$ cat src/hw/rtl/bsl_pkg.sv
// shared types, codes and constants of the bounded shifting list
package bsl_pkg;

  localparam int DEPTH_DEF = 16;
  localparam int CNT_W     = 5;
  localparam int OP_W      = 3;
  localparam int WORD_W    = 32;
  localparam int POS_W     = 8;
  localparam int ST_W      = 2;

  localparam logic [CNT_W-1:0] CAP_RESET = 5'd16;

  // operation codes
  localparam logic [OP_W-1:0] OP_PUSH_BACK  = 3'd0;
  localparam logic [OP_W-1:0] OP_PUSH_FRONT = 3'd1;
  localparam logic [OP_W-1:0] OP_POP_BACK   = 3'd2;
  localparam logic [OP_W-1:0] OP_POP_FRONT  = 3'd3;
  localparam logic [OP_W-1:0] OP_INSERT     = 3'd4;
  localparam logic [OP_W-1:0] OP_REMOVE     = 3'd5;

  // status codes
  localparam logic [ST_W-1:0] ST_OK    = 2'd0;
  localparam logic [ST_W-1:0] ST_FULL  = 2'd1;
  localparam logic [ST_W-1:0] ST_EMPTY = 2'd2;
  localparam logic [ST_W-1:0] ST_RANGE = 2'd3;

  localparam logic signed [WORD_W-1:0] ERR_WORD = '1;

  typedef struct packed {
    logic [OP_W-1:0]          operation;
    logic signed [WORD_W-1:0] data_word;
    logic [POS_W-1:0]         position;
  } req_t;

  typedef struct packed {
    logic signed [WORD_W-1:0] value_out;
    logic [ST_W-1:0]          status;
    logic [CNT_W-1:0]         count_out;
  } rsp_t;

  // outcome of the request checks
  typedef struct packed {
    logic             ins_ok;
    logic             rem_ok;
    logic [ST_W-1:0]  status;
    logic [POS_W-1:0] at;
  } chk_t;

endpackage

$ cat src/hw/rtl/bsl_check.sv
// request decode with full, empty and range checks
module bsl_check #(
  parameter int DEPTH = bsl_pkg::DEPTH_DEF
) (
  input  bsl_pkg::req_t                 req,
  input  logic [bsl_pkg::CNT_W-1:0]     count,
  input  logic [bsl_pkg::CNT_W-1:0]     cap,
  output bsl_pkg::chk_t                 chk
);
  import bsl_pkg::*;

  localparam int CW = 9;

  logic [CW-1:0] cap_w;
  logic [CW-1:0] eff_cap;
  logic [CW-1:0] cnt_w;
  logic [CW-1:0] pos_w;
  logic [CW-1:0] at_w;
  logic          full;

  assign cap_w   = CW'(cap);
  assign eff_cap = (cap_w > CW'(DEPTH)) ? CW'(DEPTH) : cap_w;
  assign cnt_w   = CW'(count);
  assign pos_w   = CW'(req.position);
  assign full    = (cnt_w >= eff_cap);

  always_comb begin
    chk    = '0;
    at_w   = '0;
    chk.status = ST_OK;
    unique case (req.operation) inside
      OP_PUSH_BACK, OP_PUSH_FRONT, OP_INSERT: begin
        if (req.operation == OP_PUSH_BACK) begin
          at_w = cnt_w;
        end else if (req.operation == OP_PUSH_FRONT) begin
          at_w = '0;
        end else begin
          at_w = pos_w;
        end
        if (full) begin
          chk.status = ST_FULL;
        end else if (at_w > cnt_w) begin
          chk.status = ST_RANGE;
        end else begin
          chk.ins_ok = 1'b1;
        end
      end
      OP_POP_BACK, OP_POP_FRONT, OP_REMOVE: begin
        if (req.operation == OP_POP_BACK) begin
          at_w = cnt_w - CW'(1);
        end else if (req.operation == OP_POP_FRONT) begin
          at_w = '0;
        end else begin
          at_w = pos_w;
        end
        if (cnt_w == '0) begin
          chk.status = ST_EMPTY;
        end else if (at_w >= cnt_w) begin
          chk.status = ST_RANGE;
        end else begin
          chk.rem_ok = 1'b1;
        end
      end
      default: begin
        chk.status = ST_OK;
      end
    endcase
    chk.at = at_w[POS_W-1:0];
  end

endmodule

$ cat src/hw/rtl/bounded_shifting_list_top.sv
// top level of the bounded shifting list: sequencer around one entry memory
//
//  channel   direction  handshake                  payload
//  request   in         start / busy               in_req   (bsl_pkg::req_t)
//  result    out        out_valid strobe           out_rsp  (bsl_pkg::rsp_t)
//  capacity  in         cfg_we                     cfg_wdata (5 bits)
//
// a request transfers at a clock edge with start high and busy low
// errors and unused codes: result strobe the next cycle, busy stays low
// insert: S_UP moves each entry from the end down to the position one place up,
// then S_FLUSH and S_PUT write the word; an insert at the count goes straight to S_PUT;
// removal: S_GET reads the entry, then S_DOWN moves the later ones one place down;
// busy low again in the cycle of the strobe; shifts: one entry read and one written per cycle
// synchronous reset empties the list and sets capacity to 16; no clearing pass,
// the store is only ever read below the count
// the result strobe lasts one cycle and the receiver cannot stall it
module bounded_shifting_list_top #(
  parameter int DEPTH = bsl_pkg::DEPTH_DEF
) (
  input  logic                      clk,
  input  logic                      rst_n,
  input  logic                      start,
  output logic                      busy,
  input  bsl_pkg::req_t             in_req,
  output logic                      out_valid,
  output bsl_pkg::rsp_t             out_rsp,
  input  logic                      cfg_we,
  input  logic [bsl_pkg::CNT_W-1:0] cfg_wdata
);
  import bsl_pkg::*;

  localparam int AW = (DEPTH > 1) ? $clog2(DEPTH) : 1;
  localparam int CW = (AW + 1 > CNT_W) ? AW + 1 : CNT_W;

  // sequencer states
  localparam logic [2:0] S_IDLE  = 3'd0;
  localparam logic [2:0] S_UP    = 3'd1;
  localparam logic [2:0] S_FLUSH = 3'd2;
  localparam logic [2:0] S_PUT   = 3'd3;
  localparam logic [2:0] S_GET   = 3'd4;
  localparam logic [2:0] S_DOWN  = 3'd5;

  logic [2:0]               state_r;
  logic [CNT_W-1:0]         count_r;
  logic [CNT_W-1:0]         cap_r;
  logic [CW-1:0]            cursor_r;
  logic [CW-1:0]            at_r;
  logic signed [WORD_W-1:0] word_r;
  logic signed [WORD_W-1:0] val_r;
  logic                     wpend_r;     // rdata_r waits to be written at waddr_r
  logic [AW-1:0]            waddr_r;
  logic                     val_pend_r;  // rdata_r holds the removed word
  logic                     out_valid_r;
  rsp_t                     out_r;

  // entry memory with registered read
  logic signed [WORD_W-1:0] mem [DEPTH];
  logic signed [WORD_W-1:0] rdata_r;
  logic                     mem_we;
  logic [AW-1:0]            mem_waddr;
  logic signed [WORD_W-1:0] mem_wdata;
  logic                     mem_re;
  logic [AW-1:0]            mem_raddr;

  logic                     accept;
  logic                     down_more;
  chk_t                     chk;

  assign accept    = start && !busy;
  assign busy      = (state_r != S_IDLE);
  assign down_more = (cursor_r < CW'(count_r));
  assign out_valid = out_valid_r;
  assign out_rsp   = out_r;

  bsl_check #(
    .DEPTH (DEPTH)
  ) u_check (
    .req   (in_req),
    .count (count_r),
    .cap   (cap_r),
    .chk   (chk)
  );

  // memory port steering: a pending shift write and the final word write
  // never fall into the same cycle
  always_comb begin
    mem_we    = 1'b0;
    mem_waddr = waddr_r;
    mem_wdata = rdata_r;
    mem_re    = 1'b0;
    mem_raddr = cursor_r[AW-1:0];
    if (wpend_r) begin
      mem_we = 1'b1;
    end
    unique case (state_r)
      S_UP: begin
        mem_re = 1'b1;
      end
      S_PUT: begin
        mem_we    = 1'b1;
        mem_waddr = at_r[AW-1:0];
        mem_wdata = word_r;
      end
      S_GET: begin
        mem_re    = 1'b1;
        mem_raddr = at_r[AW-1:0];
      end
      S_DOWN: begin
        mem_re = down_more;
      end
      default: begin
        mem_re = 1'b0;
      end
    endcase
  end

  always_ff @(posedge clk) begin
    if (mem_we) begin
      mem[mem_waddr] <= mem_wdata;
    end
    if (mem_re) begin
      rdata_r <= mem[mem_raddr];
    end
  end

  // capacity register
  always_ff @(posedge clk) begin
    if (!rst_n) begin
      cap_r <= CAP_RESET;
    end else if (cfg_we) begin
      cap_r <= cfg_wdata;
    end
  end

  // payload registers
  always_ff @(posedge clk) begin
    if (accept) begin
      word_r <= in_req.data_word;
      at_r   <= CW'(chk.at);
    end
    if (val_pend_r) begin
      val_r <= rdata_r;
    end
    if (state_r == S_UP) begin
      waddr_r <= AW'(cursor_r + CW'(1));
    end else if (state_r == S_DOWN) begin
      waddr_r <= AW'(cursor_r - CW'(1));
    end
  end

  // sequencer
  always_ff @(posedge clk) begin
    if (!rst_n) begin
      state_r     <= S_IDLE;
      count_r     <= '0;
      cursor_r    <= '0;
      wpend_r     <= 1'b0;
      val_pend_r  <= 1'b0;
      out_valid_r <= 1'b0;
      out_r       <= '0;
    end else begin
      unique case (state_r)
        S_IDLE: begin
          wpend_r     <= 1'b0;
          val_pend_r  <= 1'b0;
          out_valid_r <= accept && !chk.ins_ok && !chk.rem_ok;
          if (accept) begin
            if (chk.ins_ok) begin
              cursor_r <= CW'(count_r) - CW'(1);
              if (CW'(chk.at) == CW'(count_r)) begin
                state_r <= S_PUT;
              end else begin
                state_r <= S_UP;
              end
            end else if (chk.rem_ok) begin
              state_r <= S_GET;
            end else begin
              // error or unused code: answer at once
              out_r.status    <= chk.status;
              out_r.count_out <= count_r;
              out_r.value_out <= (chk.status != ST_OK) ? ERR_WORD : '0;
            end
          end
        end
        S_UP: begin
          // read entry at cursor, write it one place up next cycle
          wpend_r     <= 1'b1;
          val_pend_r  <= 1'b0;
          out_valid_r <= 1'b0;
          if (cursor_r == at_r) begin
            state_r <= S_FLUSH;
          end else begin
            cursor_r <= cursor_r - CW'(1);
          end
        end
        S_FLUSH: begin
          wpend_r     <= 1'b0;
          val_pend_r  <= 1'b0;
          out_valid_r <= 1'b0;
          state_r     <= S_PUT;
        end
        S_PUT: begin
          wpend_r         <= 1'b0;
          val_pend_r      <= 1'b0;
          count_r         <= count_r + CNT_W'(1);
          out_valid_r     <= 1'b1;
          out_r.status    <= ST_OK;
          out_r.count_out <= count_r + CNT_W'(1);
          out_r.value_out <= '0;
          state_r         <= S_IDLE;
        end
        S_GET: begin
          wpend_r     <= 1'b0;
          val_pend_r  <= 1'b1;
          out_valid_r <= 1'b0;
          cursor_r    <= at_r + CW'(1);
          state_r     <= S_DOWN;
        end
        S_DOWN: begin
          // read entry at cursor, write it one place down next cycle
          wpend_r     <= down_more;
          val_pend_r  <= 1'b0;
          out_valid_r <= !down_more;
          if (down_more) begin
            cursor_r <= cursor_r + CW'(1);
          end else begin
            count_r         <= count_r - CNT_W'(1);
            out_r.status    <= ST_OK;
            out_r.count_out <= count_r - CNT_W'(1);
            out_r.value_out <= val_pend_r ? rdata_r : val_r;
            state_r         <= S_IDLE;
          end
        end
        default: begin
          wpend_r     <= 1'b0;
          val_pend_r  <= 1'b0;
          out_valid_r <= 1'b0;
          state_r     <= S_IDLE;
        end
      endcase
    end
  end

  // the count never passes the store depth
  a_count_bound: assert property (@(posedge clk) disable iff (!rst_n)
    CW'(count_r) <= CW'(DEPTH))
    else $error("entry count beyond store depth");

  // a rejected or unused request answers in the next cycle without going busy
  a_err_fast: assert property (@(posedge clk) disable iff (!rst_n)
    accept && !chk.ins_ok && !chk.rem_ok |=> out_valid && !busy)
    else $error("rejected request not answered next cycle");

  // read data is claimed by at most one consumer
  a_rdata_one_use: assert property (@(posedge clk) disable iff (!rst_n)
    !(wpend_r && val_pend_r))
    else $error("read data claimed twice");

  // the word write never collides with a pending shift write
  a_put_port: assert property (@(posedge clk) disable iff (!rst_n)
    (state_r == S_PUT) |-> !wpend_r)
    else $error("write port collision");

  // busy is always low while a result strobe is high
  a_result_idle: assert property (@(posedge clk) disable iff (!rst_n)
    out_valid |-> !busy)
    else $error("result while still busy");

endmodule

$ cat config.mk
export PLATFORM = sky130hd
export DESIGN_NAME = bounded_shifting_list_top
export DESIGN_NICKNAME = d
export VERILOG_FILES = /design/src/hw/rtl/bsl_pkg.sv /design/src/hw/rtl/bsl_check.sv /design/src/hw/rtl/bounded_shifting_list_top.sv
export SDC_FILE = /design/constraint.sdc
export NUM_CORES = 1
export LEC_CHECK = 0
export ABC_CLOCK_PERIOD_IN_PS = 4190
export BUFFER_PORTS_ARGS = -buffer_cell sky130_fd_sc_hd__clkbuf_2
export CORE_MARGIN = 2
export CORE_UTILIZATION = 60
export CTS_BUF_LIST = sky130_fd_sc_hd__clkbuf_8
export DETAILED_ROUTE_END_ITERATION = 7
export HOLD_SLACK_MARGIN = 0.1
export PLACE_DENSITY = 0.77
export RECOVER_POWER = 100
export SYNTH_ARGS = -nofsm -noshare
export SYNTH_HDL_FRONTEND = slang
export SYNTH_SLANG_ARGS = --single-unit
$ cat constraint.sdc
create_clock -name clk -period 4.19 [get_ports clk]
set_input_delay 0.2095 -clock clk [delete_from_list [all_inputs] [get_ports clk]]
set_output_delay 0.2095 -clock clk [all_outputs]
set_load 0.005 [all_outputs]
* After elaboration in Yosys (flattened, before gate mapping) *
Memory sizes are Yosys's and may differ from the RTL's. A register that Yosys moved wholly into a read port is not among the register bits.
Index checks and enable logic that the tools add are counted.

word-level totals
  logic and storage cells = 123
  bits in latches = 0
  bits in read-only memories = 0
  register bits after elaboration = 133
  memories = 1
  RAM bits = 512

cells by class
  bitwise gates (word level) = 0
  divide/modulo/power cells = 0
  equality and inequality tests = 21
  $mul = 0
  $add $sub $neg = 6
  muxes and demuxes = 53
  shift operators = 0
  magnitude comparators = 5
  reduce and logical (&&, ||, !) cells = 23

memories
  memory  depth  width  read ports  clocked after Yosys merged registers in  write ports  line                             text
  mem     16     32     1           1                                        1            bounded_shifting_list_top.sv:57  logic signed [WORD_W-1:0] mem [DEPTH];

operators by type and width
  cell                   count
  $mux W39               4
  $pmux W39 S3           1
  $mux W32               3
  $mux W5                6
  $mux W9                3
  $mux W8                3
  $pmux W5 S2            2
  $pmux W5 S4            1
  $mux W4                4
  $add A5 B1 Y5 const B  3
  $mux W3                5
  $pmux W3 S5            1
  $ne A2 B2 Y1 const B   7
  $eq A3 B2 Y1 const B   4
  $eq A3 B3 Y1 const B   4
  $mux W1                11
  $eq A5 B5 Y1           2
  $mux W2                5
  $reduce_and A5 Y1      2
  $sub A5 B1 Y5 const B  2
  $ge A5 B9 Y1           1
  $ge A9 B5 Y1           1
  $gt A9 B5 Y1           1
  $logic_not A9 Y1       1
  other kinds (19)       31

* Logic depth before layout (Yosys ltp) *
  word-level depth = 14
  gate-level depth with buffers = 15
  gate-level depth less buffers = 11

* Hierarchy *
Synthesis repeated with hierarchy kept, for this count alone.

unflattened totals
  cell total of the unflattened synthesis = 1,879
  area, all modules = 31,453.9 um2

by module, submodules not included
  module                     cells each  sequential area each (um2)  instances  area an instance (um2)
  bounded_shifting_list_top  1,768       19,408.6                    1          30,658.2
  bsl_check                  111         0.0                         1          795.8

* Worst setup path after synthesis *
OpenSTA, ideal clock, no wires.

  kind = reg-to-reg
  from = register count_r[0]
  to = register out_r (netlist bit out_rsp[30])
  period minus slack after synthesis = 3,197 ps
  data required time = 4,099 ps
  path buffers = 4
  path slack = 993 ps
  stages on the path, launching flop included = 16
  arrival = 3,106 ps
  cell sequence = dfxtp_1 -> buf_2 -> inv_1 -> ha_1 -> nor3b_1 -> xnor2_1 -> a22o_1 -> ha_1 -> a211o_1 -> nor3_2 -> a21boi_1 -> buf_2 -> a21o_1 -> buf_2 -> buf_6 -> a311oi_1

between the ends
  word-level cells in the longest chain between the ends = 13
  elaborated cells on any way between the ends = 31
  those cells by class = 1 x add/sub; 4 x order compare; 3 x eq/ne; 20 x mux; 3 x reduce/logical

RTL lines
  item                      line                              text
  start: declaration        bounded_shifting_list_top.sv:44   logic [CNT_W-1:0] count_r;
  start signal: assignment  bounded_shifting_list_top.sv:205  count_r <= count_r + CNT_W'(1);
  start signal: assignment  bounded_shifting_list_top.sv:227  count_r <= count_r - CNT_W'(1);
  $sub A5 B1 Y6             bsl_check.sv:50                   at_w = cnt_w - CW'(1);
  $mux W9                   bsl_check.sv:49                   if (req.operation == OP_POP_BACK) begin
  $mux W9                   bsl_check.sv:31                   unique case (req.operation) inside
  $ge A9 B5 Y1              bsl_check.sv:58                   end else if (at_w >= cnt_w) begin
  $mux W2                   bsl_check.sv:58
  $mux W2                   bsl_check.sv:56                   if (cnt_w == '0) begin
  $pmux W2 S2               bsl_check.sv:31
  $reduce_bool A2 Y1        bounded_shifting_list_top.sv:181  out_r.value_out <= (chk.status != ST_OK) ? ERR_WORD : '0;
  $mux W32                  bounded_shifting_list_top.sv:181
  $mux W39                  bounded_shifting_list_top.sv:175  end else if (chk.rem_ok) begin
  $mux W39                  bounded_shifting_list_top.sv:168  if (chk.ins_ok) begin
  $mux W39                  bounded_shifting_list_top.sv:167  if (accept) begin
  $pmux W39 S3              bounded_shifting_list_top.sv:162  unique case (state_r)
  end: declaration          bounded_shifting_list_top.sv:54   rsp_t out_r;

Several ways; a longest one is shown, not always the timed one. The select of a mux whose other input is x is not followed.
A chain may end at the register's enable or synchronous reset.

* Worst setup path after layout *
  from = register count_r[0]
  to = register out_r (netlist bit out_rsp[0])

between the ends
  word-level cells in the longest chain between the ends = 9
  elaborated cells on any way between the ends = 27
  those cells by class = 3 x add/sub; 4 x order compare; 3 x eq/ne; 15 x mux; 2 x reduce/logical

RTL lines
  item                         line
  $sub A5 B1 Y6                bsl_check.sv:50
  $mux W9                      bsl_check.sv:49
  $mux W9                      bsl_check.sv:31
  $ge A9 B5 Y1                 bsl_check.sv:58
  $mux W1                      bsl_check.sv:58
  $mux W1                      bsl_check.sv:56
  $mux W1                      bsl_check.sv:31
  $ne A2 B2 Y1 (no line)       --
  $reduce_and A5 Y1 (no line)  --

Several ways; a longest one is shown, not always the timed one. The select of a mux whose other input is x is not followed.

==> flow_metrics.py <==
metrics = {
    "sta": {
        "max_freq_ghz": 0.260,
        "fin_ws_ps": 344,
        "setup_violations": 0,
        "timing_hold_violations_final": 0,
        "whs_ps": 235,
        "layout_min_cycle_time_ps": 3850,
        "fin_crit_sh_pct": 91.8,
        "worst_slew_pin_slew_ps": 1970,
        "slew_viol_final": 75,
        "relSlewSlack_pct": -31.4,
        "tns_ps": 0,
        "skew_ps": 34.8,
        "rsz0062_at_grt": "false",
    },
    "min_path": {
        "min_path_type": "in -> reg",
    },
    "routing": {
        "first_iter_violations": 1741,
        "wl_per_cell_um": 26.0,
        "firstDrtPassIters": 5,
        "ant_nets": 0,
        "drc": 0,
        "via_per_inst": 6.35,
        "num_vias": 15200,
        "drt-total-wl_mm": 62.3,
    },
    "finish": {
        "stdcell_count": 2398,
        "synthToLayoutAreaGrowth_pct": 13.2,
        "drive_gt1_share_pct": 21.8,
        "fill_cells": 2887,
        "diodes": 0,
        "nNetsFinal": 1790,
    },
    "outcome": {
        "violations": "capacitance limit, slew limit",
        "status": "complete, but fails checks",
    },
    "power_and_ir_drop": {
        "pwr_density_cell_nw_per_um2": 422,
        "leakagePower_nw": 10.6,
        "vdd_drop_max_uv": 235,
    },
    "clock_network": {
        "tritoncts": "done",
        "cts.sinks": 677,
        "clock_latency_ps": 690,
        "post-cts-setup-buffer-count": 0,
        "cts.reportedPaths.clkPinSlew_ps": 60,
        "ctsRootBufferMaster": "clkbuf_8",
        "hold_buffers": 49,
        "clockBufferDepth": 3,
        "htreeDepth": 3,
        "cts_made_buffers": 104,
        "cts_resized": 0,
    },
    "setup_path": {
        "crit_type": "reg -> reg",
        "r2r_slack_ps": 340,
        "critical_path_required_ps": 4770,
        "end_kind": "register",
        "critPathLaunchType": "register",
        "worst-path-max-fanout": 36,
        "cp.arrival_ps": 4430,
    },
    "floorplanning": {
        "die-height_um": 217,
        "die_area_sq_um": 47100,
        "initial_core_util_pct": 60.4,
        "io_pins": 93,
        "floorplan.die.width_um": 217,
        "core_sq_um": 45100,
        "num_rows": 78,
    },
    "global_routing": {
        "grt_overflow": 0,
        "grtUsageMet1_pct": 36.8,
        "grt_max_degree": 77,
        "grt_pass1_wl_mm": 94.9,
        "grt_pass1_vias": 15700,
        "globalRouteTotalUtil_pct": 27.2,
        "grt_use_met3_pct": 5.60,
        "top_usage_layer": "met2",
        "use_met2_pct": 44.9,
        "antenna_found_initial": 2,
    },
    "synth": {
        "synth-main-ff-cell": "edfxtp_1",
        "synthCells": 1528,
        "ys_ff_latch": 677,
        "synth_edf_count": 585,
        "yosysUniqueCellTypes": 61,
        "synth_warnings": 0,
        "synth.avg_cell_area_sq_um": 17.8,
        "ys_seq_area_share_pct": 71.3,
        "synth_area_sq_um": 27200,
        "async_flop_share_pct": 0,
        "synth_fp_nets": 1605,
    },
    "placement": {
        "dpl.cell_count": 2158,
        "place_hpwl_mm": 35.4,
        "post-place-ws_ps": 549,
        "place_congestion": 0.925,
        "io_buffers": 92,
    },
    "run": {
        "max_cap_viol_count": 4,
    },
}
==> critical path, stage by stage (launching register included) <==
cell and delay (ps):
dfxtp_1 310, clkbuf_1 290, nor3_1 700, xnor2_1 270
a22o_1 240, ha_1 270, o211ai_1 480, a21boi_0 260
buf_4 320, a21oi_2 350, mux2i_1 270
==> registers in the layout, indices dropped and copies added (netlist names), 3 cells and up <==
name	flops
out_rsp	39
at_r	5
mem	512
cursor_r	5
rdata_r	32
count_r	5
word_r	32
state_r	3
waddr_r	4
cap_r	5
val_r	32
==> layout make-up <==
cell class / count / area, sq um / area share (%)
multi-input cells: 723 / 7350 / 23.8
flip-flops and latches: 677 / 19400 / 63.0
well taps: 600 / 751 / 2.44
inverters: 19 / 71.3 / 0.232
clock inverters: 78 / 397 / 1.29
clock buffers: 113 / 1560 / 5.05
repair buffers: 188 / 1280 / 4.15
==> power by group <==
group          internal [W]  switching (W)
Clock               0.00266        0.00246
Sequential          0.00731      0.0000546
Combinational      0.000244       0.000279
Total                0.0102        0.00279
==> synthesized netlist by cell type, drive strengths merged, types with 11 or more instances <==
cell	n	area share [%]
ha	25	1.1
inv	19	0.26
a31oi	11	0.25
mux2i	19	0.70
nor2	50	0.69
clkbuf	45	0.62
dfxtp	92	6.8
mux2	67	2.8
edfxtp	585	65
nand2	77	1.1
a22oi	67	1.8
mux4	128	11
buf	64	1.3
o21ai	15	0.28
a21oi	46	0.87
a211oi	39	1.1
xnor2	25	0.80
a311oi	35	1.1
==> cell usage in the layout (no fill, tap or decap), types with 10 or more instances in the layout <==
| cell type | netlist | routed |
|---|---|---|
| edfxtp_1 | 585 | 585 |
| mux4_2 | 128 | 128 |
| clkbuf_8 | 0 | 113 |
| dfxtp_1 | 92 | 92 |
| clkbuf_2 | 0 | 79 |
| nand2_1 | 77 | 77 |
| a22oi_1 | 67 | 67 |
| mux2_1 | 0 | 60 |
| inv_1 | 19 | 57 |
| dlygate4sd3_1 | 0 | 49 |
| a21oi_1 | 44 | 44 |
| a211oi_1 | 39 | 39 |
| clkbuf_1 | 45 | 36 |
| a311oi_1 | 35 | 35 |
| nor2_1 | 50 | 34 |
| clkinv_1 | 0 | 26 |
| xnor2_1 | 25 | 25 |
| ha_1 | 25 | 25 |
| mux2i_1 | 19 | 19 |
| nor2_4 | 0 | 16 |
| o21ai_0 | 15 | 15 |
| buf_4 | 14 | 14 |
| a31oi_1 | 11 | 10 |
| clkinv_2 | 0 | 10 |
==> worst paths after layout <==
path,startpoint,endpoint,depth (start not counted)
worst max-delay path,count_r[0],out_rsp[0],10
worst min register to register,val_r[19],val_r[19],1
worst min-delay path,in_req[42],at_r[2],2
worst max register to register,count_r[0],out_rsp[0],10
==> cells by family after synthesis <==
family	count (synthesis)	synth area share, %
buffers and inverters	128	2.21
DFF	677	71.3
muxes	214	14.1
adders and majority gates	25	1.15
AOI/OAI and AO/OA	262	6.93
xor gates and xnor gates	32	1.03
and+or+nand+nor	190	3.31
==> through the flow <==
stage	utilization (%)	total power, W	instance area (sq um)
finish	68.3	0.0130	30800
global route	68.3	0.0134	30800
CTS	68.8	0.0131	31000
detailed placement	63.4	0.00800	28600
global placement	63.4	0.00799	28600
floorplan	-	0.00782	27200
==> layer usage <==
| metal | routed length [um] | up-vias | share of wire (%) |
|---|---|---|---|
| met3 | 5210 | 103 | 8.4 |
| met4 | 1530 | 2 | 2.5 |
| met5 | 12 | - | 0.019 |
| li1 | - | 6592 | - |
| met1 | 24400 | 7793 | 39 |
| met2 | 31100 | 739 | 50 |
(Power assumes the default switching activity.)
